[src/hw/rtl/rsps_pkg.sv]
// ----------------------------------------------------------------------------
// RGB565 shape pixel shader package
// Shared types, constants and helper functions for the pixel shader.
// ----------------------------------------------------------------------------
package rsps_pkg;

	// Visible screen area; pixels outside it are never written.
	localparam int SCREEN_WIDTH  = 1024;
	localparam int SCREEN_HEIGHT = 600;

	// Queue between the front and back parts.
	localparam int MID_DEPTH = 8;
	localparam int MID_AW    = $clog2(MID_DEPTH);
	localparam int MID_CW    = $clog2(MID_DEPTH + 1);

	// Result queue at the output of the back part.
	localparam int OUT_DEPTH = 16;
	localparam int OUT_AW    = $clog2(OUT_DEPTH);
	localparam int OUT_CW    = $clog2(OUT_DEPTH + 1);

	// Configuration port.
	localparam int CFG_IW = 3;
	localparam int CFG_DW = 24;

	typedef enum logic [CFG_IW-1:0] {
		CFG_MODE     = 3'd0,
		CFG_ORIGIN_X = 3'd1,
		CFG_ORIGIN_Y = 3'd2,
		CFG_EXTENT_W = 3'd3,
		CFG_EXTENT_H = 3'd4,
		CFG_RADIUS   = 3'd5,
		CFG_COLOR    = 3'd6,
		CFG_ALPHA    = 3'd7
	} cfg_reg_t;

	// Drawing modes.
	localparam logic [1:0] MODE_RECT   = 2'd0;
	localparam logic [1:0] MODE_CIRCLE = 2'd1;
	localparam logic [1:0] MODE_GLOW   = 2'd2;

	localparam logic [7:0] ALPHA_OPAQUE = 8'hFF;
	localparam logic [7:0] GLOW_MIN_K   = 8'd7;

	// Serial divider: dividends for the band reciprocal and the glow scale.
	localparam int          DIV_STEPS  = 25;
	localparam int          DIV_CW     = $clog2(DIV_STEPS);
	localparam logic [24:0] RECIP_NUM  = 25'h100_0000;
	localparam logic [24:0] GLOW_NUM   = 25'h001_0000;
	localparam int          RECIP_SHIFT = 24;

	// Configuration sequencer states.
	typedef enum logic [1:0] {
		CS_IDLE,
		CS_SQUARE,
		CS_RECIP,
		CS_INV
	} cfg_state_t;

	// Work classes decided by the front part.
	typedef enum logic [2:0] {
		CLS_SKIP,
		CLS_FILL,
		CLS_BLEND,
		CLS_FADE,
		CLS_GLOW
	} cls_t;

	// Input beat.
	typedef struct packed {
		logic [9:0]  pixel_x;
		logic [9:0]  pixel_y;
		logic [15:0] dest_pixel;
	} pixel_t;

	// Result beat.
	typedef struct packed {
		logic [15:0] new_pixel;
		logic        write_enable;
	} shade_t;

	// Classified pixel handed from the front to the back part.
	typedef struct packed {
		cls_t        cls;
		logic [15:0] dest;
		logic [16:0] slack;
	} job_t;

	// Configuration registers and the values derived from them.
	typedef struct packed {
		logic [1:0]  mode;
		logic [12:0] origin_x;
		logic [12:0] origin_y;
		logic [11:0] extent_w;
		logic [11:0] extent_h;
		logic [10:0] radius;
		logic [23:0] color;
		logic [7:0]  alpha;
		logic [21:0] r2;
		logic [11:0] band;
		logic [24:0] band_recip;
		logic [16:0] glow_inv;
	} cfg_t;

	// Pack 8-bit channels into RGB565 by truncation.
	function automatic logic [15:0] pack_rgb(input logic [7:0] r, input logic [7:0] g,
			input logic [7:0] b);
		return {r[7:3], g[7:2], b[7:3]};
	endfunction

endpackage

[src/hw/rtl/rsps_front.sv]
// ----------------------------------------------------------------------------
// Front part
// Accepts pixels, tests coverage of the rectangle or circle and classifies
// each pixel into the work that the back part has to do.
// ----------------------------------------------------------------------------
module rsps_front (
	input  logic             clk,
	input  logic             arst_n,
	input  logic             push,
	output logic             full,
	input  rsps_pkg::pixel_t pixel,
	input  logic             busy,
	input  rsps_pkg::cfg_t   cfg,
	input  logic             mid_pop,
	output logic             job_valid,
	output rsps_pkg::job_t   job
);

	logic [rsps_pkg::MID_CW-1:0] cred_q;
	logic                        accept;

	logic        valid_s1, valid_s2, valid_s3;
	logic [9:0]  px_s1, py_s1;
	logic [15:0] dest_s1, dest_s2, dest_s3;
	logic        onscreen_s2, onscreen_s3, rect_s2, rect_s3;
	logic signed [13:0] dx_s2, dy_s2;
	logic [24:0] dx2_s3, dy2_s3;

	logic        onscreen, rect_hit;
	logic signed [13:0] px14, py14, ox14, oy14, x_end, y_end, dx, dy;
	logic signed [27:0] dxx, dyy;
	logic [25:0] d2;
	logic [21:0] slack;
	logic        in_disc, fade, round_ok;

	// Credits cover every beat in flight or waiting in the queue.
	assign full   = busy || (cred_q == '0);
	assign accept = push && !full;

	always_ff @(posedge clk or negedge arst_n) begin
		if (!arst_n) begin
			cred_q   <= rsps_pkg::MID_CW'(rsps_pkg::MID_DEPTH);
			valid_s1 <= 1'b0;
			valid_s2 <= 1'b0;
			valid_s3 <= 1'b0;
		end else begin
			cred_q   <= cred_q + rsps_pkg::MID_CW'(mid_pop) - rsps_pkg::MID_CW'(accept);
			valid_s1 <= accept;
			valid_s2 <= valid_s1;
			valid_s3 <= valid_s2;
		end
	end

	// Stage 1: screen and rectangle tests, offsets from the origin.
	always_comb begin
		onscreen = ({3'b0, px_s1} < 13'(rsps_pkg::SCREEN_WIDTH)) &&
			({3'b0, py_s1} < 13'(rsps_pkg::SCREEN_HEIGHT));
		px14  = $signed({4'b0, px_s1});
		py14  = $signed({4'b0, py_s1});
		ox14  = $signed({cfg.origin_x[12], cfg.origin_x});
		oy14  = $signed({cfg.origin_y[12], cfg.origin_y});
		x_end = ox14 + $signed({2'b0, cfg.extent_w});
		y_end = oy14 + $signed({2'b0, cfg.extent_h});
		rect_hit = (px14 >= ox14) && (px14 < x_end) && (py14 >= oy14) && (py14 < y_end);
		dx = px14 - ox14;
		dy = py14 - oy14;
	end

	// Stage 2: squares of the offsets.
	always_comb begin
		dxx = dx_s2 * dx_s2;
		dyy = dy_s2 * dy_s2;
	end

	// Stage 3: distance against the radius, then classification.
	always_comb begin
		d2       = {1'b0, dx2_s3} + {1'b0, dy2_s3};
		in_disc  = ({4'b0, cfg.r2} >= d2);
		slack    = cfg.r2 - d2[21:0];
		fade     = (slack < {10'b0, cfg.band});
		round_ok = (cfg.radius != '0);
		job.cls  = rsps_pkg::CLS_SKIP;
		case (cfg.mode)
			rsps_pkg::MODE_RECT: begin
				if (rect_s3 && cfg.alpha != '0)
					job.cls = (cfg.alpha == rsps_pkg::ALPHA_OPAQUE) ?
						rsps_pkg::CLS_FILL : rsps_pkg::CLS_BLEND;
			end
			rsps_pkg::MODE_CIRCLE: begin
				if (round_ok && in_disc) begin
					if (fade)
						job.cls = rsps_pkg::CLS_FADE;
					else if (cfg.alpha != '0)
						job.cls = rsps_pkg::CLS_BLEND;
				end
			end
			rsps_pkg::MODE_GLOW: begin
				if (round_ok && in_disc && slack != '0 && cfg.glow_inv != '0)
					job.cls = rsps_pkg::CLS_GLOW;
			end
			default: job.cls = rsps_pkg::CLS_SKIP;
		endcase
		if (!onscreen_s3)
			job.cls = rsps_pkg::CLS_SKIP;
		job.dest  = dest_s3;
		job.slack = slack[16:0];
	end

	assign job_valid = valid_s3;

	// Pipeline payload.
	always_ff @(posedge clk) begin
		px_s1       <= pixel.pixel_x;
		py_s1       <= pixel.pixel_y;
		dest_s1     <= pixel.dest_pixel;
		dest_s2     <= dest_s1;
		onscreen_s2 <= onscreen;
		rect_s2     <= rect_hit;
		dx_s2       <= dx;
		dy_s2       <= dy;
		dest_s3     <= dest_s2;
		onscreen_s3 <= onscreen_s2;
		rect_s3     <= rect_s2;
		dx2_s3      <= dxx[24:0];
		dy2_s3      <= dyy[24:0];
	end

endmodule

[config.mk]
export PLATFORM = sky130hd
export DESIGN_NAME = rsps_front
export DESIGN_NICKNAME = d
export VERILOG_FILES = /design/src/hw/rtl/rsps_pkg.sv /design/src/hw/rtl/rsps_front.sv
export SDC_FILE = /design/constraint.sdc
export NUM_CORES = 1
export LEC_CHECK = 0
export ABC_AREA = 1
export BUFFER_PORTS_ARGS = -buffer_cell sky130_fd_sc_hd__buf_2
export CORE_MARGIN = 4
export CORE_UTILIZATION = 45
export CTS_CLUSTER_SIZE = 24
export DETAILED_ROUTE_END_ITERATION = 7
export PLACE_DENSITY = 0.64
export SKIP_CTS_REPAIR_TIMING = 1
export SLEW_MARGIN = 15
export SYNTH_ARGS = -nofsm -noshare
export SYNTH_HDL_FRONTEND = slang
export SYNTH_SLANG_ARGS = --single-unit
[constraint.sdc]
create_clock -name clk -period 10 [get_ports clk]
set_input_delay 0.5 -clock clk [delete_from_list [all_inputs] [get_ports clk]]
set_output_delay 0.5 -clock clk [all_outputs]
set_load 0.005 [all_outputs]
==> metrics.md <==
| Metric | Value |
|---|---|
| Cells after synthesis | 2651 |
| Number of nets in the finished design | 3616 |
| Most used standard cells in the synthesized netlist | inv_1 (661), nand2_1 (572), fa_1 (320) |
| Setup-violating endpoint count in the final report | 0 |
| Count of yosys warnings during synthesis | 0 |
| Tightest Pin Transition | 0.8148 ns |
| Maximum level of the CTS H-tree | 4 |
| FF+latch count, synth | 155 |
| Number of primary I/O pins | 250 |
| Largest family of logic cells by synthesized area | adder cells |
| Proportion of register bits with asynchronous set or reset after synthesis | 4.516% |
| Startpoint types | flop |
| Worst slew margin relative to its limit | 45.61% |
| Final setup skew | 0.01141 ns |
| Drt pass-1 iters | 6 |
| Run status | complete, no violations |
| Vias in the first global route | 17970 |
| Critical path type | reg -> reg |
| Root buffer cell | clkbuf_16 |
| Die Y | 226 um |
| Basic-gate share of the synthesized area counting and, or, nand and nor cells | 16.27% |
| Maximum fanout along the worst path | 15 |
| Post-Layout Cell Count | 3461 |
| Maximum number of buffers from clock root to sink | 2 |
| Global placer's final weighted congestion | 0.9270 |
| Layout overhead on the synthesized area | 10.75% |
| Share of post-route cells with drive strength above 1 | 9.779% |
| Clock latency at the later pin of the worst-skew pair | 0.44 ns |
| Share of synthesized area spent on multiplexers | 0% |
| Average wire per cell in the routed design | 14.71 um |
| Hold WC Path Type | in -> reg |
| Number of enable flip-flop cells after synthesis | 0 |
| XOR/XNOR share of the synthesized area | 6.102% |
| Cell Area, Synth | 21390 um^2 |
| Data arrival, critical path | 6.47 ns |
| Clock Pin Slew Worst Setup and Hold Paths | 0.07 ns |
| Post-Route WL | 50900 um |
| Total half-perimeter wirelength after legalization and detailed placement | 43950 um |
| Aggregate global-route resource usage | 20.62% |
| GR met3 Demand/Resource | 2.951% |
| Final Slew Violations | 0 |
| Via count of the routed design | 16940 |
| Initial Utilization | 45.74% |
| Grt ovf | 0 |
| Final critical-path setup slack | 3.857 ns |
| Cell with the most instances after synthesis | inv_1 |
| Area fraction in compound gates after synthesis | 6.412% |
| Sum of negative setup slack | 0 ns |
| Input/output buffers | 200 |
| M2 GR Usage | 36.92% |
| Portion of the post-synthesis area used by sequential elements | 14.68% |
| Synthesized-area fraction occupied by adder cells | 44.23% |
| Wire length of the first global-routing pass | 85330 um |
| Routing layer with the top usage in global route | met2 |
| Max Freq | 162.8 MHz |
| Number of clock buffers inserted by TritonCTS | 17 |
| Violation count after the first detailed-routing iteration | 806 |
| Count of nets left with antenna violations after detail routing | 0 |
| Via density per instance | 4.895 |
| Yosys top cell area share | 29.96% |
| Yosys cell types | 46 |
| Setup repair after global routing missed its margin | no |
| Cell total after placement | 3427 |
| Post-Place Worst Slack | 3.899 ns |
| Fraction of met1 tracks used by global routing | 26.32% |
| Hold Fails Final Rpt | 0 |
| Largest net degree at the start of global routing | 21 |
| Die Outline Area | 51080 um^2 |
| Number of antenna violations at the first check in global routing | 1 |
| Type of element capturing the critical path | flop |
| Post-route DRC | 0 |
| Cell type contributing the most total cell area after synthesis | fa_1 |
| Minimum clock period | 6.143 ns |
| Number of max-cap violations | 0 |
| Core ar. | 46750 um^2 |
| Top area cells in the synthesized netlist | fa_1 (30%), ha_1 (14%), dfxtp_1 (14%) |
| Required time at the worst-slack endpoint | 10.32 ns |
| Primary flip-flop cell chosen by synthesis mapping | dfxtp_1 |
| Net count after synthesis | 3427 |
| Avg Synthesized Cell Area | 8.067 um^2 |
| Site Rows | 79 |
| Chip Width | 226 um |
| Clock tree from TritonCTS | done |
| Ratio of final minimum period to clock period | 61.43% |
| Total number of clock tree sinks | 155 |
## area by class of cell
type,instances,area [um^2]
inverter,668,2507
antenna,1,2.502
sequential,155,3139
fill,4497,23070
timing repair buffer,202,1018
clock buffer,18,439.2
clock inverter,14,203.9
tap,607,759.5
multi-input combinational,1796,15620
## per-layer routing
| layer | vias up | wire length, um |
|---|---|---|
| li1 | 8393 | - |
| met1 | 8003 | 21750 |
| met2 | 490 | 25030 |
| met3 | 55 | 3151 |
| met4 | 0 | 961 |
| met5 | - | 0 |
## registers in the layout, summed over array words and instances (netlist names)
| signal | flops |
|---|---|
| dy_s2 | 14 |
| py_s1 | 10 |
| valid_s1 | 1 |
| valid_s2 | 1 |
| onscreen_s2 | 1 |
| rect_s2 | 1 |
| dx2_s3 | 24 |
| dest_s2 | 16 |
| dest_s3 | 16 |
| dy2_s3 | 24 |
| dx_s2 | 14 |
| rect_s3 | 1 |
| dest_s1 | 16 |
| cred_q | 4 |
| onscreen_s3 | 1 |
| job_valid | 1 |
| px_s1 | 10 |
## cells by family after synthesis
family	Yosys count
buffers and inverters	700
AND/OR/NAND/NOR	840
flip-flops	155
AO/OA/AOI/OAI	243
XOR/XNOR	149
adder cells (fa/ha/maj)	564
## critical path, cell delays in order, from the launching register on
cell and delay [ns]:
dfxtp_1 0.84, nand2_1 0.14, inv_1 0.22, fa_1 0.49
fa_1 0.68, inv_1 0.20, fa_1 0.51, inv_1 0.05
fa_1 0.48, fa_1 0.57, fa_1 0.50, ha_1 0.37
nand2_1 0.15, nor2_1 0.06, a221oi_1 0.27, nand3_1 0.21
nand2_1 0.10, nand2_1 0.06, xor2_1 0.13
## path summary, 6_finish.rpt
check                                    start                  end  slack [ns]  depth (start not counted)
max in group asynchronous               arst_n  cred_q[3]$_DFF_PN1_        9.36                          2
min in group asynchronous               arst_n  cred_q[0]$_DFF_PN0_        0.41                          2
max reg2reg                   dy_s2[2]$_DFF_P_   dy2_s3[23]$_DFF_P_        3.86                         18
max                           dy_s2[2]$_DFF_P_   dy2_s3[23]$_DFF_P_        3.86                         18
min reg2reg                dest_s1[15]$_DFF_P_  dest_s2[15]$_DFF_P_        0.33                          0
min                                  pixel[13]  dest_s1[13]$_DFF_P_        0.15                          1
## per-stage QoR
stage	utilization [%]	instance area, um^2	hold WS [ns]
2_1_floorplan	-	21390	0.2044
3_3_place_gp	49.26	23030	0.3100
3_5_place_dp	49.26	23030	0.3132
4_1_cts	50.63	23670	-0.1494
5_1_grt	50.65	23680	0.1285
6_report	50.66	23690	0.1530
## placed cells by master, fill, tap and decap left out, types with 3 or more instances in the layout
cell and n:
clkinv_4 3, nor2_2 10, dfxtp_1 148, inv_1 661, nand4_1 28, or2_2 11
inv_2 7, xor2_1 90, a21oi_1 141, inv_6 3, o211ai_1 4, bufinv_16 3
o21a_1 4, nand2_2 9, nand3b_1 6, fa_1 320, dfrtp_1 6, nand3_1 59
o21bai_1 17, o21ai_1 6, nand2_1 572, a31oi_1 6, a21o_1 11, ha_1 244
o2111ai_1 3, o21ai_0 36, buf_2 200, xnor2_1 59, nor3_1 20, nor2_1 109
nor4_1 7, clkbuf_16 17, o221ai_1 3, inv_8 4
Power is left out: the tool's default activity adds up to more than one toggle a clock period on the data nets, which glitch-free logic cannot reach.
