[src/hw/rtl/rsps_pkg.sv]
// ----------------------------------------------------------------------------
// RGB565 shape pixel shader package
// Shared types, constants and helper functions for the pixel shader.
// ----------------------------------------------------------------------------
package rsps_pkg;

	// Visible screen area; pixels outside it are never written.
	localparam int SCREEN_WIDTH  = 1024;
	localparam int SCREEN_HEIGHT = 600;

	// Queue between the front and back parts.
	localparam int MID_DEPTH = 8;
	localparam int MID_AW    = $clog2(MID_DEPTH);
	localparam int MID_CW    = $clog2(MID_DEPTH + 1);

	// Result queue at the output of the back part.
	localparam int OUT_DEPTH = 16;
	localparam int OUT_AW    = $clog2(OUT_DEPTH);
	localparam int OUT_CW    = $clog2(OUT_DEPTH + 1);

	// Configuration port.
	localparam int CFG_IW = 3;
	localparam int CFG_DW = 24;

	typedef enum logic [CFG_IW-1:0] {
		CFG_MODE     = 3'd0,
		CFG_ORIGIN_X = 3'd1,
		CFG_ORIGIN_Y = 3'd2,
		CFG_EXTENT_W = 3'd3,
		CFG_EXTENT_H = 3'd4,
		CFG_RADIUS   = 3'd5,
		CFG_COLOR    = 3'd6,
		CFG_ALPHA    = 3'd7
	} cfg_reg_t;

	// Drawing modes.
	localparam logic [1:0] MODE_RECT   = 2'd0;
	localparam logic [1:0] MODE_CIRCLE = 2'd1;
	localparam logic [1:0] MODE_GLOW   = 2'd2;

	localparam logic [7:0] ALPHA_OPAQUE = 8'hFF;
	localparam logic [7:0] GLOW_MIN_K   = 8'd7;

	// Serial divider: dividends for the band reciprocal and the glow scale.
	localparam int          DIV_STEPS  = 25;
	localparam int          DIV_CW     = $clog2(DIV_STEPS);
	localparam logic [24:0] RECIP_NUM  = 25'h100_0000;
	localparam logic [24:0] GLOW_NUM   = 25'h001_0000;
	localparam int          RECIP_SHIFT = 24;

	// Configuration sequencer states.
	typedef enum logic [1:0] {
		CS_IDLE,
		CS_SQUARE,
		CS_RECIP,
		CS_INV
	} cfg_state_t;

	// Work classes decided by the front part.
	typedef enum logic [2:0] {
		CLS_SKIP,
		CLS_FILL,
		CLS_BLEND,
		CLS_FADE,
		CLS_GLOW
	} cls_t;

	// Input beat.
	typedef struct packed {
		logic [9:0]  pixel_x;
		logic [9:0]  pixel_y;
		logic [15:0] dest_pixel;
	} pixel_t;

	// Result beat.
	typedef struct packed {
		logic [15:0] new_pixel;
		logic        write_enable;
	} shade_t;

	// Classified pixel handed from the front to the back part.
	typedef struct packed {
		cls_t        cls;
		logic [15:0] dest;
		logic [16:0] slack;
	} job_t;

	// Configuration registers and the values derived from them.
	typedef struct packed {
		logic [1:0]  mode;
		logic [12:0] origin_x;
		logic [12:0] origin_y;
		logic [11:0] extent_w;
		logic [11:0] extent_h;
		logic [10:0] radius;
		logic [23:0] color;
		logic [7:0]  alpha;
		logic [21:0] r2;
		logic [11:0] band;
		logic [24:0] band_recip;
		logic [16:0] glow_inv;
	} cfg_t;

	// Pack 8-bit channels into RGB565 by truncation.
	function automatic logic [15:0] pack_rgb(input logic [7:0] r, input logic [7:0] g,
			input logic [7:0] b);
		return {r[7:3], g[7:2], b[7:3]};
	endfunction

endpackage

[src/hw/rtl/rsps_back.sv]
// ----------------------------------------------------------------------------
// Back part
// Works out the blend weight or glow intensity of each classified pixel,
// blends or adds the colour and queues the result beats.
// ----------------------------------------------------------------------------
module rsps_back (
	input  logic             clk,
	input  logic             arst_n,
	input  logic             mid_empty,
	input  rsps_pkg::job_t   mid_head,
	output logic             mid_pop,
	input  rsps_pkg::cfg_t   cfg,
	input  logic             pop,
	output logic             empty,
	output rsps_pkg::shade_t shade
);

	logic [rsps_pkg::OUT_CW-1:0] cred_q, cnt_q;
	logic [rsps_pkg::OUT_AW-1:0] wr_ptr_q, rd_ptr_q;
	rsps_pkg::shade_t            out_q [rsps_pkg::OUT_DEPTH];
	rsps_pkg::shade_t            result;
	logic                        out_pop;

	logic valid_s1, valid_s2, valid_s3, valid_s4, valid_s5, valid_s6;
	rsps_pkg::cls_t cls_s1, cls_s2, cls_s3, cls_s4, cls_s5, cls_s6;
	logic [15:0] dest_s1, dest_s2, dest_s3, dest_s4, dest_s5, dest_s6;
	logic [16:0] slack_s1;
	logic [33:0] p1_s2;
	logic [19:0] n_s3, n_s4;
	logic [44:0] p2_s3;
	logic [7:0]  q0_s4, k_s4;
	logic [19:0] qb_s4;
	logic [7:0]  w_s5;
	logic        en_s5, en_s6;
	logic [15:0] ps_r_s6, ps_g_s6, ps_b_s6, pd_r_s6, pd_g_s6, pd_b_s6;

	logic [16:0] m1_a, m1_b;
	logic [33:0] p1;
	logic [7:0]  t;
	logic [19:0] m2_a;
	logic [24:0] m2_b;
	logic [44:0] p2;
	logic [7:0]  q0;
	logic [19:0] qb;
	logic [19:0] rem;
	logic [7:0]  a_fade, w;
	logic        en;
	logic [7:0]  dr, dg, db, winv;
	logic [15:0] ps_r, ps_g, ps_b, pd_r, pd_g, pd_b;
	logic [16:0] sum_r, sum_g, sum_b;
	logic [8:0]  gl_r, gl_g, gl_b;
	logic [7:0]  sat_r, sat_g, sat_b;

	// Take a job only while the result queue has room for it.
	assign mid_pop = !mid_empty && (cred_q != '0);
	assign out_pop = pop && !empty;

	always_ff @(posedge clk or negedge arst_n) begin
		if (!arst_n) begin
			cred_q   <= rsps_pkg::OUT_CW'(rsps_pkg::OUT_DEPTH);
			cnt_q    <= '0;
			wr_ptr_q <= '0;
			rd_ptr_q <= '0;
			valid_s1 <= 1'b0;
			valid_s2 <= 1'b0;
			valid_s3 <= 1'b0;
			valid_s4 <= 1'b0;
			valid_s5 <= 1'b0;
			valid_s6 <= 1'b0;
		end else begin
			cred_q   <= cred_q + rsps_pkg::OUT_CW'(out_pop) - rsps_pkg::OUT_CW'(mid_pop);
			cnt_q    <= cnt_q + rsps_pkg::OUT_CW'(valid_s6) - rsps_pkg::OUT_CW'(out_pop);
			if (valid_s6)
				wr_ptr_q <= (wr_ptr_q == rsps_pkg::OUT_AW'(rsps_pkg::OUT_DEPTH - 1)) ?
					'0 : wr_ptr_q + 1'b1;
			if (out_pop)
				rd_ptr_q <= (rd_ptr_q == rsps_pkg::OUT_AW'(rsps_pkg::OUT_DEPTH - 1)) ?
					'0 : rd_ptr_q + 1'b1;
			valid_s1 <= mid_pop;
			valid_s2 <= valid_s1;
			valid_s3 <= valid_s2;
			valid_s4 <= valid_s3;
			valid_s5 <= valid_s4;
			valid_s6 <= valid_s5;
		end
	end

	// Stage 1: alpha times slack for a fade, slack times scale for a glow.
	always_comb begin
		if (cls_s1 == rsps_pkg::CLS_FADE) begin
			m1_a = {9'b0, cfg.alpha};
			m1_b = slack_s1;
		end else begin
			m1_a = slack_s1;
			m1_b = cfg.glow_inv;
		end
		p1 = {17'b0, m1_a} * {17'b0, m1_b};
	end

	// Stage 2: reciprocal multiply for a fade, clamped square for a glow.
	always_comb begin
		t = (p1_s2[33:8] > 26'd255) ? 8'hFF : p1_s2[15:8];
		if (cls_s2 == rsps_pkg::CLS_FADE) begin
			m2_a = p1_s2[19:0];
			m2_b = cfg.band_recip;
		end else begin
			m2_a = {12'b0, t};
			m2_b = {17'b0, t};
		end
		p2 = {25'b0, m2_a} * {20'b0, m2_b};
	end

	// Stage 3: trial quotient times band for the correction step.
	always_comb begin
		q0 = p2_s3[rsps_pkg::RECIP_SHIFT +: 8];
		qb = {12'b0, q0} * {8'b0, cfg.band};
	end

	// Stage 4: corrected fade alpha, weight and write decision.
	always_comb begin
		rem    = n_s4 - qb_s4;
		a_fade = q0_s4 + 8'((rem >= {8'b0, cfg.band}) ? 1 : 0);
		w      = cfg.alpha;
		en     = 1'b0;
		case (cls_s4)
			rsps_pkg::CLS_FILL:  en = 1'b1;
			rsps_pkg::CLS_BLEND: en = 1'b1;
			rsps_pkg::CLS_FADE: begin
				w  = a_fade;
				en = (a_fade != '0);
			end
			rsps_pkg::CLS_GLOW: begin
				w  = k_s4;
				en = (k_s4 > rsps_pkg::GLOW_MIN_K);
			end
			default: en = 1'b0;
		endcase
	end

	// Stage 5: channel products against the weight and its complement.
	always_comb begin
		dr   = {dest_s5[15:11], dest_s5[15:13]};
		dg   = {dest_s5[10:5], dest_s5[10:9]};
		db   = {dest_s5[4:0], dest_s5[4:2]};
		winv = rsps_pkg::ALPHA_OPAQUE - w_s5;
		ps_r = {8'b0, cfg.color[23:16]} * {8'b0, w_s5};
		ps_g = {8'b0, cfg.color[15:8]} * {8'b0, w_s5};
		ps_b = {8'b0, cfg.color[7:0]} * {8'b0, w_s5};
		pd_r = {8'b0, dr} * {8'b0, winv};
		pd_g = {8'b0, dg} * {8'b0, winv};
		pd_b = {8'b0, db} * {8'b0, winv};
	end

	// Stage 6: blend sums, saturating glow and packing.
	always_comb begin
		sum_r = {1'b0, ps_r_s6} + {1'b0, pd_r_s6};
		sum_g = {1'b0, ps_g_s6} + {1'b0, pd_g_s6};
		sum_b = {1'b0, ps_b_s6} + {1'b0, pd_b_s6};
		gl_r  = {1'b0, dest_s6[15:11], 3'b0} + {1'b0, ps_r_s6[15:8]};
		gl_g  = {1'b0, dest_s6[10:5], 2'b0} + {1'b0, ps_g_s6[15:8]};
		gl_b  = {1'b0, dest_s6[4:0], 3'b0} + {1'b0, ps_b_s6[15:8]};
		sat_r = gl_r[8] ? 8'hFF : gl_r[7:0];
		sat_g = gl_g[8] ? 8'hFF : gl_g[7:0];
		sat_b = gl_b[8] ? 8'hFF : gl_b[7:0];
		result.new_pixel    = dest_s6;
		result.write_enable = en_s6;
		if (en_s6) begin
			case (cls_s6)
				rsps_pkg::CLS_FILL:
					result.new_pixel = rsps_pkg::pack_rgb(cfg.color[23:16],
						cfg.color[15:8], cfg.color[7:0]);
				rsps_pkg::CLS_BLEND, rsps_pkg::CLS_FADE:
					result.new_pixel = rsps_pkg::pack_rgb(sum_r[15:8], sum_g[15:8],
						sum_b[15:8]);
				rsps_pkg::CLS_GLOW:
					result.new_pixel = rsps_pkg::pack_rgb(sat_r, sat_g, sat_b);
				default: result.new_pixel = dest_s6;
			endcase
		end
	end

	// Pipeline payload and result storage.
	always_ff @(posedge clk) begin
		cls_s1   <= mid_head.cls;
		dest_s1  <= mid_head.dest;
		slack_s1 <= mid_head.slack;
		cls_s2   <= cls_s1;
		dest_s2  <= dest_s1;
		p1_s2    <= p1;
		cls_s3   <= cls_s2;
		dest_s3  <= dest_s2;
		n_s3     <= p1_s2[19:0];
		p2_s3    <= p2;
		cls_s4   <= cls_s3;
		dest_s4  <= dest_s3;
		n_s4     <= n_s3;
		q0_s4    <= q0;
		qb_s4    <= qb;
		k_s4     <= p2_s3[15:8];
		cls_s5   <= cls_s4;
		dest_s5  <= dest_s4;
		w_s5     <= w;
		en_s5    <= en;
		cls_s6   <= cls_s5;
		dest_s6  <= dest_s5;
		en_s6    <= en_s5;
		ps_r_s6  <= ps_r;
		ps_g_s6  <= ps_g;
		ps_b_s6  <= ps_b;
		pd_r_s6  <= pd_r;
		pd_g_s6  <= pd_g;
		pd_b_s6  <= pd_b;
		if (valid_s6)
			out_q[wr_ptr_q] <= result;
	end

	assign empty = (cnt_q == '0);
	assign shade = out_q[rd_ptr_q];

endmodule

[config.mk]
export PLATFORM = sky130hd
export DESIGN_NAME = rsps_back
export DESIGN_NICKNAME = d
export VERILOG_FILES = /design/src/hw/rtl/rsps_pkg.sv /design/src/hw/rtl/rsps_back.sv
export SDC_FILE = /design/constraint.sdc
export NUM_CORES = 2
export LEC_CHECK = 0
export BUFFER_PORTS_ARGS = -buffer_cell sky130_fd_sc_hd__buf_2
export CAP_MARGIN = 20
export CORE_MARGIN = 10
export CORE_UTILIZATION = 42
export CTS_BUF_LIST = sky130_fd_sc_hd__clkbuf_2
export DETAILED_ROUTE_END_ITERATION = 10
export GPL_ROUTABILITY_DRIVEN = 0
export GPL_TIMING_DRIVEN = 0
export PLACE_DENSITY_LB_ADDON = 0.25
export SLEW_MARGIN = 20
export SYNTH_ARGS = -nofsm -noshare
export SYNTH_HDL_FRONTEND = slang
export SYNTH_SLANG_ARGS = --single-unit
[constraint.sdc]
create_clock -name clk -period 7 [get_ports clk]
set_input_delay 0.7 -clock clk [delete_from_list [all_inputs] [get_ports clk]]
set_output_delay 0.7 -clock clk [all_outputs]
set_load 0.05 [all_outputs]
==> flow_summary.ini <==
[run_status]
status = finished with violations
violations = setup timing

[sta]
rsz0062_at_grt = yes
period_needed_ns = 7.55
clock.fmax_mhz = 133
slew_headroom_pct = 24.2
finClkSkew_ns = 0.139
final_max_slew_viol_count = 0
timing.final.crit_share_pct = 108
worst_pin_slew_ns = 1.14
whs_ns = 0.212
fin_ws_ns = -0.547
finalSetupViolations = 8
hold_viol = 0

[worst_setup_path]
crit_type = flip-flop to flip-flop
reg2reg_to = p2_s3[31]
cp-end-kind = flip-flop
slowest_delay_ns = 0.53
critPathMaxFanout = 10
r2r_cells = 29
cp.required_ns = 8.41
r2r_start = cls_s2[0]
crit_arrival_ns = 8.95
reg2reg_slack_ns = -0.55
slowest_stage = fa_1
critPathMostFrequentCell = fa_1
crit_path_start_kind = flip-flop

[global_routing]
grt_pass1_wl_mm = 261
grt_max_degree = 25
first_global_vias = 46569
antenna_found_initial = 20
gr-usage-all-layers_pct = 21.1
overflow = 0

[routing]
drt.antenna.violating_nets = 0
vias = 43528
dr.pass1.iters = 6
drc_errors = 0
wire_per_inst_um = 19.5
drt_iter0_drc = 2794
via_per_inst = 5.12
wl_mm = 166

[placement]
hpwlAfterDp_mm = 130
portBuffers = 109

[logic_synthesis]
async_flop_share_pct = 3.64
syn_area_per_cell_um2 = 10.0
syn-num-nets = 7589
synth_edf_count = 272
yosysWarningCount = 0
yosys.area.top_type_share_pct = 27.9
synthFlopType = dfxtp_1
ys_types = 80
syn-cell-area_um2 = 60000
yosysMostFrequentCell = inv_1
postSynthCellCount = 5979
synth_seq_cells = 659
synth_common_cells = inv_1 (1,158), fa_1 (836), nand2_1 (686), ha_1 (563), dfxtp_1 (363)
synthTopCellsByArea = fa_1 (28%), edfxtp_1 (14%), dfxtp_1 (12%)
yosysSeqAreaShare_pct = 26.7
synth_top_area_cell = fa_1

[clocking]
cts_made_buffers = 177
cts.path.max_buffers = 3
cts_root_buf = clkbuf_2
cts_tree = yes
htreeDepth = 4
clkTransAtPathRegs_ns = 0.12
insertion_delay_ns = 1.67
clock-sinks = 659

[hold_path]
min_to = p2_s3[10]
hold_class = primary input to flip-flop
hold_start = cfg[27]
min_path_cells = 6

[final_layout]
fin_util_pct = 48.1
drive_above_1_share_pct = 11.6
finalNetCount = 8074
areaGrowthSynthToFinish_pct = 13.5
n_fill_cell = 13344

[power_and_ir_drop]
max-vdd-ir-drop_uv = 713
p_per_area_nw_per_um2 = 516
leakage_nw = 32.6

[floorplan]
fp.dieH_um = 398
start_util_pct = 42.4
die_w_um = 398
rows = 138
coreArea_um2 = 142000
ios = 230
dieArea_um2 = 158000

[run]
drv_cap = 0
==> cells in the final DEF (no fill, tap or decap), types with 16 or more instances in the layout <==
cell type      count
and2_1           204
and3_1           176
a22oi_1           18
xor2_1            54
clkinv_1          33
clkbuf_1         149
dlygate4sd3_1    137
a221oi_1          29
inv_1           1151
o21ai_0           94
or2_2             16
xnor2_1          149
o21ai_2           16
dfrtp_1           23
nand3_1           45
edfxtp_1         272
mux4_2            34
nor3_1            33
mux2i_1           57
ha_1             553
fa_1             827
buf_4             57
a21o_1            47
buf_2            116
dfxtp_1          352
nand2b_1          73
nand2_1          672
nor2b_1          105
o21a_1            23
a21oi_1          145
clkbuf_2         258
nor2_1           248
==> per-layer routing <==
layer  GRT usage (%)  routed length (µm)
met1            26.8               68000
met2            35.4               79800
met3            4.50               12500
met4            7.15                5550
met5               0                  57
==> area by class of cell <==
class                   count  area (µm²)  share of cell area (%)
diodes                     15        37.5                  0.0551
plain buffers             211        1020                    1.50
clock buffers             242        1210                    1.78
clock inverters            70         628                   0.922
inverters                1158        4350                    6.38
multi-input cells        3937       39900                    58.5
flip-flops and latches    659       16100                    23.6
well taps                1890        2360                    3.47
repair buffers            320        2640                    3.87
==> through the flow <==
| stage | std cells | setup WS (ns) | total power, W | setup TNS [ns] | area [µm²] |
|---|---|---|---|---|---|
| final | 8502 | -0.547 | 0.0352 | -2.74 | 68200 |
| after global routing | 8494 | -0.773 | 0.0389 | -4.75 | 68100 |
| after CTS | 8471 | -0.520 | 0.0344 | -2.96 | 67500 |
| after detailed placement | 8001 | -1.67 | 0.0301 | -34.11 | 63500 |
| after global placement | 7978 | -1.66 | 0.0296 | -33.03 | 63100 |
| after floorplan | 5979 | -0.0620 | 0.0240 | -0.0998 | 60200 |
==> flip-flops by register name, summed over array words and instances (netlist names), 17 cells and up <==
register / cells
n_s4: 20
out_q: 272
p1_s2: 34
slack_s1: 17
n_s3: 20
qb_s4: 20
==> cells by family (layout without fill, tap and decap cells) <==
group           count (synthesis)  count (layout)  synth area share (%)
compound gates                540             540                  5.94
xor+xnor                      203             203                  2.96
flops                         659             659                  26.7
buf+inv                      1383            2001                  8.67
fa+ha+maj                    1399            1399                  39.6
simple gates                 1676            1676                  13.4
other cells                     0              15                     0
mux                           119             119                  2.72
==> critical path, delay by kind of cell (launching register included) <==
kind | cells | cell delay [ns]
flops | 1 | 0.40
simple gates | 3 | 0.61
buf+inv | 10 | 1.10
xor+xnor | 1 | 0.14
fa+ha+maj | 8 | 3.66
compound gates | 7 | 1.42
==> timing repair <==
item	4_1_cts	5_1_grt
buffers inserted	28	20
pin swaps	37	25
setup endpoints to repair	35	22
cloned	1	1
hold endpoints to repair	221	0
gates resized for setup	143	139
hold buffers	138	0
==> power by group <==
group          internal [W]  switching (W)  leakage, nW
sequential          0.00529       0.000701         5.81
combinational        0.0113         0.0148         25.5
clock               0.00130        0.00178         1.31
total                0.0179         0.0173         32.6
==> worst max path at each step <==
stage	start	to	slack, ns	cells past startpoint
after floorplan	p1_s2[26]	p2_s3[31]	-0.06	33
after global placement	cls_s1[1]	p1_s2[33]	-1.66	28
after detailed placement	cls_s1[0]	p1_s2[33]	-1.67	28
after CTS	p1_s2[32]	p2_s3[31]	-0.52	29
after global routing	p1_s2[18]	p2_s3[31]	-0.77	33
final	cls_s2[0]	p2_s3[31]	-0.55	29
Note: power is estimated with default switching activity, not from simulation.
