--- config.mk ---
export PLATFORM = sky130hd
export DESIGN_NAME = rsps_queue
export DESIGN_NICKNAME = d
export VERILOG_FILES = /design/src/hw/rtl/rsps_pkg.sv /design/src/hw/rtl/rsps_queue.sv
export SDC_FILE = /design/constraint.sdc
export NUM_CORES = 1
export LEC_CHECK = 0
export ABC_AREA = 1
export BUFFER_PORTS_ARGS = -buffer_cell sky130_fd_sc_hd__buf_4
export CAP_MARGIN = 30
export CORE_MARGIN = 5
export CORE_UTILIZATION = 50
export DETAILED_ROUTE_END_ITERATION = 8
export PLACE_DENSITY = 0.68
export SLEW_MARGIN = 0
export SYNTH_ARGS = -nofsm -noshare
export SYNTH_HDL_FRONTEND = slang
export SYNTH_SLANG_ARGS = --single-unit
--- constraint.sdc ---
create_clock -name clk -period 5.26 [get_ports clk]
set_clock_uncertainty 0.05 [all_clocks]
set_input_delay 1.052 -clock clk [delete_from_list [all_inputs] [get_ports clk]]
set_output_delay 1.052 -clock clk [all_outputs]
set_load 0.05 [all_outputs]
--- src/hw/rtl/rsps_pkg.sv ---
// ----------------------------------------------------------------------------
// RGB565 shape pixel shader package
// Shared types, constants and helper functions for the pixel shader.
// ----------------------------------------------------------------------------
package rsps_pkg;

	// Visible screen area; pixels outside it are never written.
	localparam int SCREEN_WIDTH  = 1024;
	localparam int SCREEN_HEIGHT = 600;

	// Queue between the front and back parts.
	localparam int MID_DEPTH = 8;
	localparam int MID_AW    = $clog2(MID_DEPTH);
	localparam int MID_CW    = $clog2(MID_DEPTH + 1);

	// Result queue at the output of the back part.
	localparam int OUT_DEPTH = 16;
	localparam int OUT_AW    = $clog2(OUT_DEPTH);
	localparam int OUT_CW    = $clog2(OUT_DEPTH + 1);

	// Configuration port.
	localparam int CFG_IW = 3;
	localparam int CFG_DW = 24;

	typedef enum logic [CFG_IW-1:0] {
		CFG_MODE     = 3'd0,
		CFG_ORIGIN_X = 3'd1,
		CFG_ORIGIN_Y = 3'd2,
		CFG_EXTENT_W = 3'd3,
		CFG_EXTENT_H = 3'd4,
		CFG_RADIUS   = 3'd5,
		CFG_COLOR    = 3'd6,
		CFG_ALPHA    = 3'd7
	} cfg_reg_t;

	// Drawing modes.
	localparam logic [1:0] MODE_RECT   = 2'd0;
	localparam logic [1:0] MODE_CIRCLE = 2'd1;
	localparam logic [1:0] MODE_GLOW   = 2'd2;

	localparam logic [7:0] ALPHA_OPAQUE = 8'hFF;
	localparam logic [7:0] GLOW_MIN_K   = 8'd7;

	// Serial divider: dividends for the band reciprocal and the glow scale.
	localparam int          DIV_STEPS  = 25;
	localparam int          DIV_CW     = $clog2(DIV_STEPS);
	localparam logic [24:0] RECIP_NUM  = 25'h100_0000;
	localparam logic [24:0] GLOW_NUM   = 25'h001_0000;
	localparam int          RECIP_SHIFT = 24;

	// Configuration sequencer states.
	typedef enum logic [1:0] {
		CS_IDLE,
		CS_SQUARE,
		CS_RECIP,
		CS_INV
	} cfg_state_t;

	// Work classes decided by the front part.
	typedef enum logic [2:0] {
		CLS_SKIP,
		CLS_FILL,
		CLS_BLEND,
		CLS_FADE,
		CLS_GLOW
	} cls_t;

	// Input beat.
	typedef struct packed {
		logic [9:0]  pixel_x;
		logic [9:0]  pixel_y;
		logic [15:0] dest_pixel;
	} pixel_t;

	// Result beat.
	typedef struct packed {
		logic [15:0] new_pixel;
		logic        write_enable;
	} shade_t;

	// Classified pixel handed from the front to the back part.
	typedef struct packed {
		cls_t        cls;
		logic [15:0] dest;
		logic [16:0] slack;
	} job_t;

	// Configuration registers and the values derived from them.
	typedef struct packed {
		logic [1:0]  mode;
		logic [12:0] origin_x;
		logic [12:0] origin_y;
		logic [11:0] extent_w;
		logic [11:0] extent_h;
		logic [10:0] radius;
		logic [23:0] color;
		logic [7:0]  alpha;
		logic [21:0] r2;
		logic [11:0] band;
		logic [24:0] band_recip;
		logic [16:0] glow_inv;
	} cfg_t;

	// Pack 8-bit channels into RGB565 by truncation.
	function automatic logic [15:0] pack_rgb(input logic [7:0] r, input logic [7:0] g,
			input logic [7:0] b);
		return {r[7:3], g[7:2], b[7:3]};
	endfunction

endpackage

--- src/hw/rtl/rsps_queue.sv ---
// ----------------------------------------------------------------------------
// Job queue
// Short queue of classified pixels between the front and back parts.
// ----------------------------------------------------------------------------
module rsps_queue (
	input  logic           clk,
	input  logic           arst_n,
	input  logic           wr_valid,
	input  rsps_pkg::job_t wr_job,
	input  logic           rd_pop,
	output logic           empty,
	output rsps_pkg::job_t head
);

	rsps_pkg::job_t mem_q [rsps_pkg::MID_DEPTH];

	logic [rsps_pkg::MID_AW-1:0] wr_ptr_q, rd_ptr_q;
	logic [rsps_pkg::MID_CW-1:0] cnt_q;

	assign empty = (cnt_q == '0);
	assign head  = mem_q[rd_ptr_q];

	// Pointers and fill level.
	always_ff @(posedge clk or negedge arst_n) begin
		if (!arst_n) begin
			wr_ptr_q <= '0;
			rd_ptr_q <= '0;
			cnt_q    <= '0;
		end else begin
			if (wr_valid)
				wr_ptr_q <= (wr_ptr_q == rsps_pkg::MID_AW'(rsps_pkg::MID_DEPTH - 1)) ?
					'0 : wr_ptr_q + 1'b1;
			if (rd_pop)
				rd_ptr_q <= (rd_ptr_q == rsps_pkg::MID_AW'(rsps_pkg::MID_DEPTH - 1)) ?
					'0 : rd_ptr_q + 1'b1;
			cnt_q <= cnt_q + rsps_pkg::MID_CW'(wr_valid) - rsps_pkg::MID_CW'(rd_pop);
		end
	end

	// Entry storage.
	always_ff @(posedge clk) begin
		if (wr_valid)
			mem_q[wr_ptr_q] <= wr_job;
	end

endmodule

==> results.cfg, run 1 <==
[route]
dr.pass1.iters = 5
viasPerCell = 4.848
routed_wl_um = 27090
drt_iter0_drc = 627
antenna_left = 0
wl_per_cell_um = 15.57
vias = 8435
drc = 0

[placement]
dpl.hpwl_um = 14750
gp_congestion = 0.7390
numPortBuffers = 76

[status]
status = finished, final reports clean

[cells_and_area]
syn2layout_area_growth_pct = 15.08
nNetsFinal = 1431
fillers = 2131
multi_input_area_um2 = 2819
drive_gt1_frac = 0.1103
antenna_cells = 0
fin_util = 0.5817
ff_latch_area_um2 = 8905

[global_routing]
grt_pass1_vias = 8500
grt_pass1_wl_um = 43200
grt_max_degree = 96
grt_antenna_before_repair = 0
gr-total-overflow = 0
grt_util_all_layers = 0.1864

[synth]
synth.avg_cell_area_um2 = 10.03
synth_cell_types = 17
yosys_register_bits = 298
synth_warnings = 0
syn-cell-area_um2 = 13130
syn_inst = 1310
mappedNetlistNets = 1360
synth_sequential_area_ratio = 0.6775

[die]
pin_count = 77
die_w_um = 172.1
initial_core_util = 0.5054
core_um2 = 25980
rows = 59
die_y_um = 172.1
die_area_um2 = 29610

[worst_setup_path]
rrSetupSlack_ns = 2.62
crit_path_end_kind = output port
start_kind = register
critPathKind = register to output port
worstReg2RegEnd = rd_ptr_q[2]
reg2regPathDepth = 5
r2r_start = rd_ptr_q[0]
arrival_ns = 3.03
crit_required_ns = 4.16
critPathMaxFanout = 95

[cts]
cts_resized = 0
clock_path_buffers = 3
clock_sinks = 298
cts_made_buffers = 30
clock_latency_ns = 0.53
hold_buffers = 0
post_cts.repair.setup_buffers = 0
cts_tree = built
clk_pin_slew_worst_paths_ns = 0.06
htreeDepth = 1
root_buffer = clkbuf_16

[sta]
fmax_mhz = 241.9
max-slew-margin-rel = 0.3114
setup_tns_ns = 0
slew_viol_final = 0
setup_violations = 0
worst_pin_slew_ns = 1.033
rsz0062_at_grt = false
hold_viol = 0
finalCritPeriodShare = 0.7861
post-route-min-period_ns = 4.135

[power_and_ir_drop]
ir_worst_vdd_v = 0.0004179
leakagePower_nw = 7.009
p_per_area_nw_per_um2 = 551.7

[job]
drv_cap = 0

[hold_path]
hold_class = input pin to async pin
==> placed cells by master, fill, tap and decap left out <==
cell type	instances
nand2_1	478
inv_1	300
edfxtp_1	288
nand3_1	149
buf_4	89
clkbuf_16	31
ha_1	9
nor2_4	8
bufinv_16	7
clkinv_2	7
dfrtp_1	7
o21ai_0	6
clkinv_1	5
clkbuf_1	3
buf_12	3
inv_2	2
xor2_1	2
dfrtp_2	2
inv_4	1
a21oi_1	1
nor2_1	1
fa_1	1
inv_6	1
clkinv_4	1
clkinvlp_4	1
buf_16	1
dfrtp_4	1
==> through the flow <==
stage	total power, mW	setup WS [ns]	std cells	instance area, µm²	hold WS, ns
after floorplan	5.210	2.099	1310	13130	0.5192
after global placement	6.067	1.723	1681	13970	0.5510
after detailed placement	6.137	1.713	1684	14040	0.5531
after CTS	8.424	1.127	1740	15110	0.2724
after global routing	8.805	0.9001	1740	15110	0.2711
final	8.338	1.125	1740	15110	0.2868
==> sequential cells by signal, indices dropped and copies added, names as in the netlist <==
signal    count
rd_ptr_q      3
wr_ptr_q      3
mem_q       288
cnt_q         4
==> cells in the mapped netlist <==
| library cell | n | area [µm²] |
|---|---|---|
| buf_1 | 13 | 48.80 |
| xor2_1 | 2 | 17.52 |
| nand2_1 | 478 | 1794 |
| nor2_1 | 9 | 33.78 |
| dfrtp_1 | 10 | 250.2 |
| a21oi_1 | 1 | 5.000 |
| buf_6 | 13 | 146.4 |
| inv_2 | 3 | 11.26 |
| buf_4 | 5 | 37.54 |
| o21ai_0 | 6 | 30.03 |
| clkbuf_1 | 7 | 26.28 |
| edfxtp_1 | 288 | 8648 |
| fa_1 | 1 | 20.02 |
| inv_1 | 300 | 1126 |
| ha_1 | 9 | 112.6 |
| buf_2 | 16 | 80.08 |
| nand3_1 | 149 | 745.7 |
==> where the power goes <==
| group | internal (mW) | switching [mW] |
|---|---|---|
| sequential | 2.91 | 0.100 |
| clock | 1.42 | 0.864 |
| combinational | 0.829 | 2.22 |
==> routing by layer <==
metal | part of all wire | track usage | vias to the layer above
met4 | 0.019 | 0.05263 | 0
met2 | 0.50 | 0.3268 | 213
met3 | 0.058 | 0.03109 | 43
met5 | 0 | 0 | -
met1 | 0.43 | 0.2412 | 3966
li1 | - | - | 4213
==> cell families (layout without fill, tap and decap cells) <==
| logic type | after synthesis | in the layout | synth area share |
|---|---|---|---|
| adder cells (fa/ha/maj) | 10 | 10 | 0.01010 |
| XOR/XNOR | 2 | 2 | 0.001334 |
| flip-flops | 298 | 298 | 0.6775 |
| AO/OA/AOI/OAI | 7 | 7 | 0.002667 |
| buffers and inverters | 357 | 452 | 0.1124 |
| AND/OR/NAND/NOR | 636 | 636 | 0.1960 |
==> layout make-up <==
class | count | share of cell area
Sequential cell | 298 | 0.5892
Inverter | 303 | 0.07541
Tap cell | 335 | 0.02773
Timing Repair Buffer | 93 | 0.05000
Multi-Input combinational cell | 655 | 0.1865
Clock inverter | 22 | 0.01912
Clock buffer | 34 | 0.05207
==> worst max path at each step <==
stage / from / to / slack (ns) / cells after the start
finish: rd_ptr_q[0] / head[22] / 1.13 / 7
global placement: rd_ptr_q[0] / head[0] / 1.72 / 7
CTS: rd_ptr_q[0] / head[22] / 1.13 / 7
detailed placement: rd_ptr_q[0] / head[22] / 1.71 / 7
global route: rd_ptr_q[0] / head[34] / 0.90 / 7
floorplan: wr_valid / mem_q[1][0] / 2.10 / 2
==> worst max-delay path, cell delays in order (launching register included) <==
cell and delay, ns:
dfrtp_4 0.82, buf_4 0.91, nand2_1 0.16, nand3_1 0.14, nand2_1 0.06, nand2_1 0.05, nand2_1 0.12, buf_4 0.21
Note: power is estimated with default switching activity, not from simulation.
==> run 2, diff against run 1 <==
==> constraint.sdc (replaced) <==
create_clock -name clk -period 3.9 [get_ports clk]
set_clock_uncertainty 0.05 [all_clocks]
set_input_delay 0.78 -clock clk [delete_from_list [all_inputs] [get_ports clk]]
set_output_delay 0.78 -clock clk [all_outputs]
set_load 0.05 [all_outputs]
==> run 2 against run 1 <==
Die area did not move. Worst setup slack got worse by 0.39 ns. Non-clock buffer count rose by 1. Critical path type unchanged.
==> results.cfg, run 2 (same netlist as run 1, synthesis figures left out) <==
[cts]
post_cts.repair.setup_buffers = 0
clock_path_buffers = 3
htreeDepth = 1
cts_made_buffers = 31
root_buffer = clkbuf_16
clk_pin_slew_worst_paths_ns = 0.06
cts_tree = built
hold_buffers = 1
clock_latency_ns = 0.54
clock_sinks = 298
cts_resized = 0

[sta]
max-slew-margin-rel = 0.3374
hold_viol = 0
fmax_mhz = 315.6
post-route-min-period_ns = 3.169
whs_ns = 0.4156
finalCritPeriodShare = 0.8125
slew_viol_final = 0
setup_violations = 0
worst_pin_slew_ns = 0.9925
rsz0062_at_grt = false
setup_tns_ns = 0

[power_and_ir_drop]
total_power_mw = 10.83
p_seq_frac = 0.371
p_sw_mw = 4.259
power.internal_mw = 6.572
leakagePower_nw = 6.939
pwr-share-comb = 0.385
pwr-share-clk = 0.245
p_per_area_nw_per_um2 = 722.6
ir_worst_vdd_v = 0.0006999
swShare = 0.3932

[die]
initial_core_util = 0.5054
die_y_um = 172.1
rows = 59
die_w_um = 172.1
pin_count = 77
die_area_um2 = 29610
core_um2 = 25980

[global_routing]
grt_max_degree = 146
gr-total-overflow = 0
grt_pass1_wl_um = 43210
grt_util_all_layers = 0.1850
grt_pass1_vias = 8177
grt_antenna_before_repair = 1

[cells_and_area]
fillers = 2170
layout_commonest_cell = nand2_1
layout.cells.most_common_list = 478 x nand2_1, 300 x inv_1, 288 x edfxtp_1
ff_latch_area_um2 = 8905
antenna_cells = 0
largest_register_ffs = 288
syn2layout_area_growth_pct = 14.13
multi_input_area_um2 = 2819
top_regs = mem_q (288), cnt_q (4)
regMostFlops = mem_q
nNetsFinal = 1433
drive_gt1_frac = 0.1033

[route]
vias = 8411
wl_per_cell_um = 15.53
viasPerCell = 4.837
dr.pass1.iters = 5
antenna_left = 0
drt_iter0_drc = 670
routed_wl_um = 27010
drc = 0

[worst_setup_path]
crit_required_ns = 3.07
critPathKind = register to output port
arrival_ns = 2.34
crit_path_end_kind = output port
critPathMaxFanout = 73
start_kind = register

[status]
status = finished, final reports clean

[placement]
dpl.hpwl_um = 14300
numPortBuffers = 76
gp_congestion = 0.7610

[job]
drv_cap = 0

[hold_path]
hold_class = input pin to register
==> run 2: changes by cell type in the layout (fill, tap and decap cells not counted), sizes merged <==
cell	change
dlygate4sd3	+1
clkbuf	+3
clkinvlp	-1
clkinv	+2
bufinv	-6
==> run 2: worst paths after layout <==
path                           endpoint   startpoint  depth (start not counted)  slack, ns
min in group asynchronous      cnt_q[2]       arst_n                          2       0.55
max                            head[14]  rd_ptr_q[1]                          6       0.73
max in group asynchronous   rd_ptr_q[0]       arst_n                          2       3.08
min                        mem_q[5][10]   wr_job[10]                          1       0.42
max reg2reg                mem_q[4][10]  wr_ptr_q[0]                          4       1.90
min reg2reg                 wr_ptr_q[0]  wr_ptr_q[0]                          2       0.57
==> run 2: final cells by class <==
cell class | instances | area share
multi-input combinational | 655 | 0.1881
sequential | 298 | 0.5941
tap | 335 | 0.02796
clock buffer | 37 | 0.05326
clock inverter | 17 | 0.007513
timing repair buffer | 94 | 0.05309
inverter | 303 | 0.07604
==> run 2: power by group through the flow <==
stage | Clock (mW) | Sequential [mW] | Combinational (mW)
floorplan | 0 | 4.07 | 2.95
global placement | 0 | 4.07 | 4.16
detailed placement | 0 | 4.08 | 4.20
CTS | 2.70 | 4.02 | 4.23
global route | 2.83 | 4.05 | 4.56
finish | 2.65 | 4.02 | 4.17
==> run 2: per-layer routing <==
layer / vias to the layer above / wire (µm) / GRT usage
li1: 4210 / - / -
met1: 3933 / 11310 / 0.2425
met2: 224 / 13440 / 0.3242
met3: 42 / 1784 / 0.03155
met4: 2 / 465 / 0.04443
met5: - / 7 / 0
==> run 2: through the flow <==
stage | utilization | setup WS, ns | instances | cell area (µm²)
6_report | 0.5768 | 0.7312 | 1739 | 14990
5_1_grt | 0.5768 | 0.5874 | 1739 | 14990
4_1_cts | 0.5768 | 0.6841 | 1739 | 14990
3_5_place_dp | 0.5414 | 1.291 | 1684 | 14070
3_3_place_gp | 0.5414 | 1.296 | 1684 | 14070
2_1_floorplan | - | 1.011 | 1310 | 13130
==> run 2: worst max-delay path, stage by stage (launching register included) <==
cell	delay [ns]
dfrtp_2	0.36
buf_4	0.75
nand3_1	0.16
nand2_1	0.11
nand2_1	0.06
nand2_1	0.13
buf_4	0.21
==> run 3, diff against run 2 <==
--- a/config.mk
+++ b/config.mk
@@ -5,13 +5,13 @@
 export SDC_FILE = /design/constraint.sdc
 export NUM_CORES = 1
 export LEC_CHECK = 0
-export ABC_AREA = 1
+export ABC_AREA = 0
 export BUFFER_PORTS_ARGS = -buffer_cell sky130_fd_sc_hd__buf_4
 export CAP_MARGIN = 30
 export CORE_MARGIN = 5
 export CORE_UTILIZATION = 50
 export DETAILED_ROUTE_END_ITERATION = 8
-export PLACE_DENSITY = 0.68
+export PLACE_DENSITY = 0.71
 export SLEW_MARGIN = 0
 export SYNTH_ARGS = -nofsm -noshare
 export SYNTH_HDL_FRONTEND = slang
==> constraint.sdc (replaced) <==
create_clock -name clk -period 2.66 [get_ports clk]
set_clock_uncertainty 0.05 [all_clocks]
set_input_delay 0.532 -clock clk [delete_from_list [all_inputs] [get_ports clk]]
set_output_delay 0.532 -clock clk [all_outputs]
set_load 0.05 [all_outputs]
==> run 3 against run 2 <==
The run now ends with negative setup slack left. First-iteration DRC count fell by 47%. Clock power grew 54%. Combinational power is 76% higher. Via count fell by 35%. Cell count down 43%. Hold slack got worse by 0.24 ns. Critical endpoint is now head[28]. Highest routed layer is now met4.
==> results.cfg, run 3 <==
[status]
status = finished with violations
violations = negative setup slack

[global_routing]
grt_pass1_wl_um = 34380
grt_antenna_before_repair = 0
gr-total-overflow = 0
grt_util_all_layers = 0.1732
grt_max_degree = 38
grt_pass1_vias = 5860

[route]
routed_wl_um = 22510
antenna_left = 0
dr.pass1.iters = 4
vias = 5462
drc = 0
viasPerCell = 5.556
drt_iter0_drc = 352
wl_per_cell_um = 22.90

[worst_setup_path]
path_delay_family = multiplexers
cp_num_buf_inv = 3
r2r_start = rd_ptr_q[1]
rrSetupSlack_ns = 0.90
critPathKind = register to output port
crit_path_cell_trace = clkbuf_16 -> clkbuf_16 -> mux4_2 -> nand2_1 -> nand2_2 -> buf_6
crit_path_end_kind = output port
crit_required_ns = 2.08
arrival_ns = 2.16
worstReg2RegEnd = rd_ptr_q[2]
path_common_cell = clkbuf_16
slowest_stage = mux4_2
start_kind = register
reg2regPathDepth = 4
crit_path_max_incr_delay_ns = 0.50
critPathMaxFanout = 4

[synth]
synth_top_area_frac = 0.7578
mappedNetlistNets = 597
synth.avg_cell_area_um2 = 20.86
synth_top_area_cell = edfxtp_1
ys_async_sr_fraction = 0.03356
yosys_register_bits = 298
synth_cell_types = 23
synth_sequential_area_ratio = 0.7797
synth_edf_count = 288
syn-cell-area_um2 = 11410
synth_top_cells_by_area = edfxtp_1 76%, mux4_2 14%, nand2_1 3.7%, dfrtp_1 2.2%, ha_1 0.99%
synth_common_cells = 288 x edfxtp_1, 111 x nand2_1, 72 x mux4_2, 10 x dfrtp_1, 9 x ha_1
synth.most_common_cell = edfxtp_1
synth_top_flop_cell = edfxtp_1
syn_inst = 547
synth_warnings = 0

[die]
core_um2 = 22570
rows = 55
pin_count = 77
die_y_um = 161.1
die_w_um = 161.1
die_area_um2 = 25950
initial_core_util = 0.5056

[hold_path]
holdCritStartpoint = wr_job[19]
whs_path_depth = 1
hold_class = input pin to register
holdPathEnd = mem_q[3][19]

[cells_and_area]
regMostFlops = mem_q
top_regs = mem_q (288), cnt_q (4)
drive_gt1_frac = 0.3926
layout.cells.most_common_list = 288 x edfxtp_1, 83 x nand2_1, 72 x mux4_2
antenna_cells = 0
largest_register_ffs = 288
nNetsFinal = 724
layout_commonest_cell = edfxtp_1
fillers = 1550
fin_util = 0.6235
syn2layout_area_growth_pct = 23.32
design_area_um2 = 14070

[power_and_ir_drop]
p_per_area_nw_per_um2 = 1250
ir_worst_vdd_v = 0.0006758
leakagePower_nw = 4.914

[cts]
htreeDepth = 1
clock_path_buffers = 3
clock_sinks = 298
cts_made_buffers = 30
cts_tree = built
root_buffer = clkbuf_16
clock_latency_ns = 0.53
clk_pin_slew_worst_paths_ns = 0.06

[sta]
rsz0062_at_grt = true
finalCritPeriodShare = 1.029
worst_pin_slew_ns = 0.5731
slew_viol_final = 0
layout_setup_ws_ns = -0.07748
hold_viol = 0
fmax_mhz = 365.3
max-slew-margin-rel = 0.6179
post-route-min-period_ns = 2.737
setup_violations = 35

[placement]
numPortBuffers = 76
gp_congestion = 0.7022
placed_cell_area_um2 = 12570
dpl.hpwl_um = 12660

[job]
drv_cap = 0
## run 3: worst reg2reg max path, cell delays in order (launching register included)
cell     delay (ns)
dfrtp_2        0.36
buf_4          0.48
ha_1           0.26
ha_1           0.22
mux2_2         0.27
## run 3: layout make-up
type | instances | area (µm²) | share of cell area
Tap cell | 285 | 356.6 | 0.02534
Sequential cell | 298 | 8907 | 0.6329
Multi-Input combinational cell | 218 | 2467 | 0.1753
Clock inverter | 5 | 78.83 | 0.005601
Clock buffer | 51 | 900.9 | 0.06401
Timing Repair Buffer | 118 | 1333 | 0.09468
Inverter | 8 | 30.03 | 0.002134
## run 3: how the worst max path moves through the flow
stage / startpoint / end / slack [ns] / cells after the start
3_5_place_dp: rd_ptr_q[0] / head[0] / 0.41 / 5
6_report: rd_ptr_q[0] / head[28] / -0.08 / 6
3_3_place_gp: rd_ptr_q[0] / head[0] / 0.39 / 5
2_1_floorplan: wr_valid / mem_q[1][0] / -0.0001 / 2
5_1_grt: rd_ptr_q[0] / head[6] / -0.14 / 6
4_1_cts: rd_ptr_q[0] / head[30] / -0.11 / 6
## run 3: per-layer routing
metal	wire length (µm)	global-route usage
met1	9174	0.2322
met2	11720	0.3001
met3	1320	0.03572
met4	290	0.03412
met5	0	0
## run 3: kinds of logic (layout without fill, tap and decap cells)
group / after synthesis / after routing / synth area share
fa+ha+maj: 10 / 10 / 0.01162
compound gates: 4 / 4 / 0.001973
mux: 76 / 76 / 0.1460
flops: 298 / 298 / 0.7797
xor+xnor: 2 / 2 / 0.001535
simple gates: 126 / 126 / 0.04298
buf+inv: 31 / 182 / 0.01612
## run 3: per-stage QoR
stage               std cells   TNS [ns]  worst slack [ns]  power, mW  hold slack, ns
floorplan                 547  -0.006914        -0.0001150      10.62          0.1864
global placement          914          0            0.3912      12.47          0.3152
detailed placement        914          0            0.4100      12.61          0.3209
CTS                       977     -2.129           -0.1070      17.39          0.1558
global route              983     -4.200           -0.1449      18.42          0.1576
finish                    983     -1.376          -0.07748      17.60          0.1757
## run 3: power breakdown
| part | leakage, nW | switching (mW) | total (mW) | internal [mW] |
|---|---|---|---|---|
| registers | 2.73 | 0.265 | 6.17 | 5.90 |
| clock network | 0.476 | 1.60 | 4.08 | 2.48 |
| logic | 1.71 | 4.18 | 7.34 | 3.16 |
## run 3: timing repair
action                                 4_1_cts  5_1_grt
pin swaps                                    1       11
resized for setup                           58       21
setup endpoints to repair                   36       36
hold buffers                                 1        0
endpoints found under the hold margin       10        0
setup buffers                                4        0
gates cloned                                 2        6
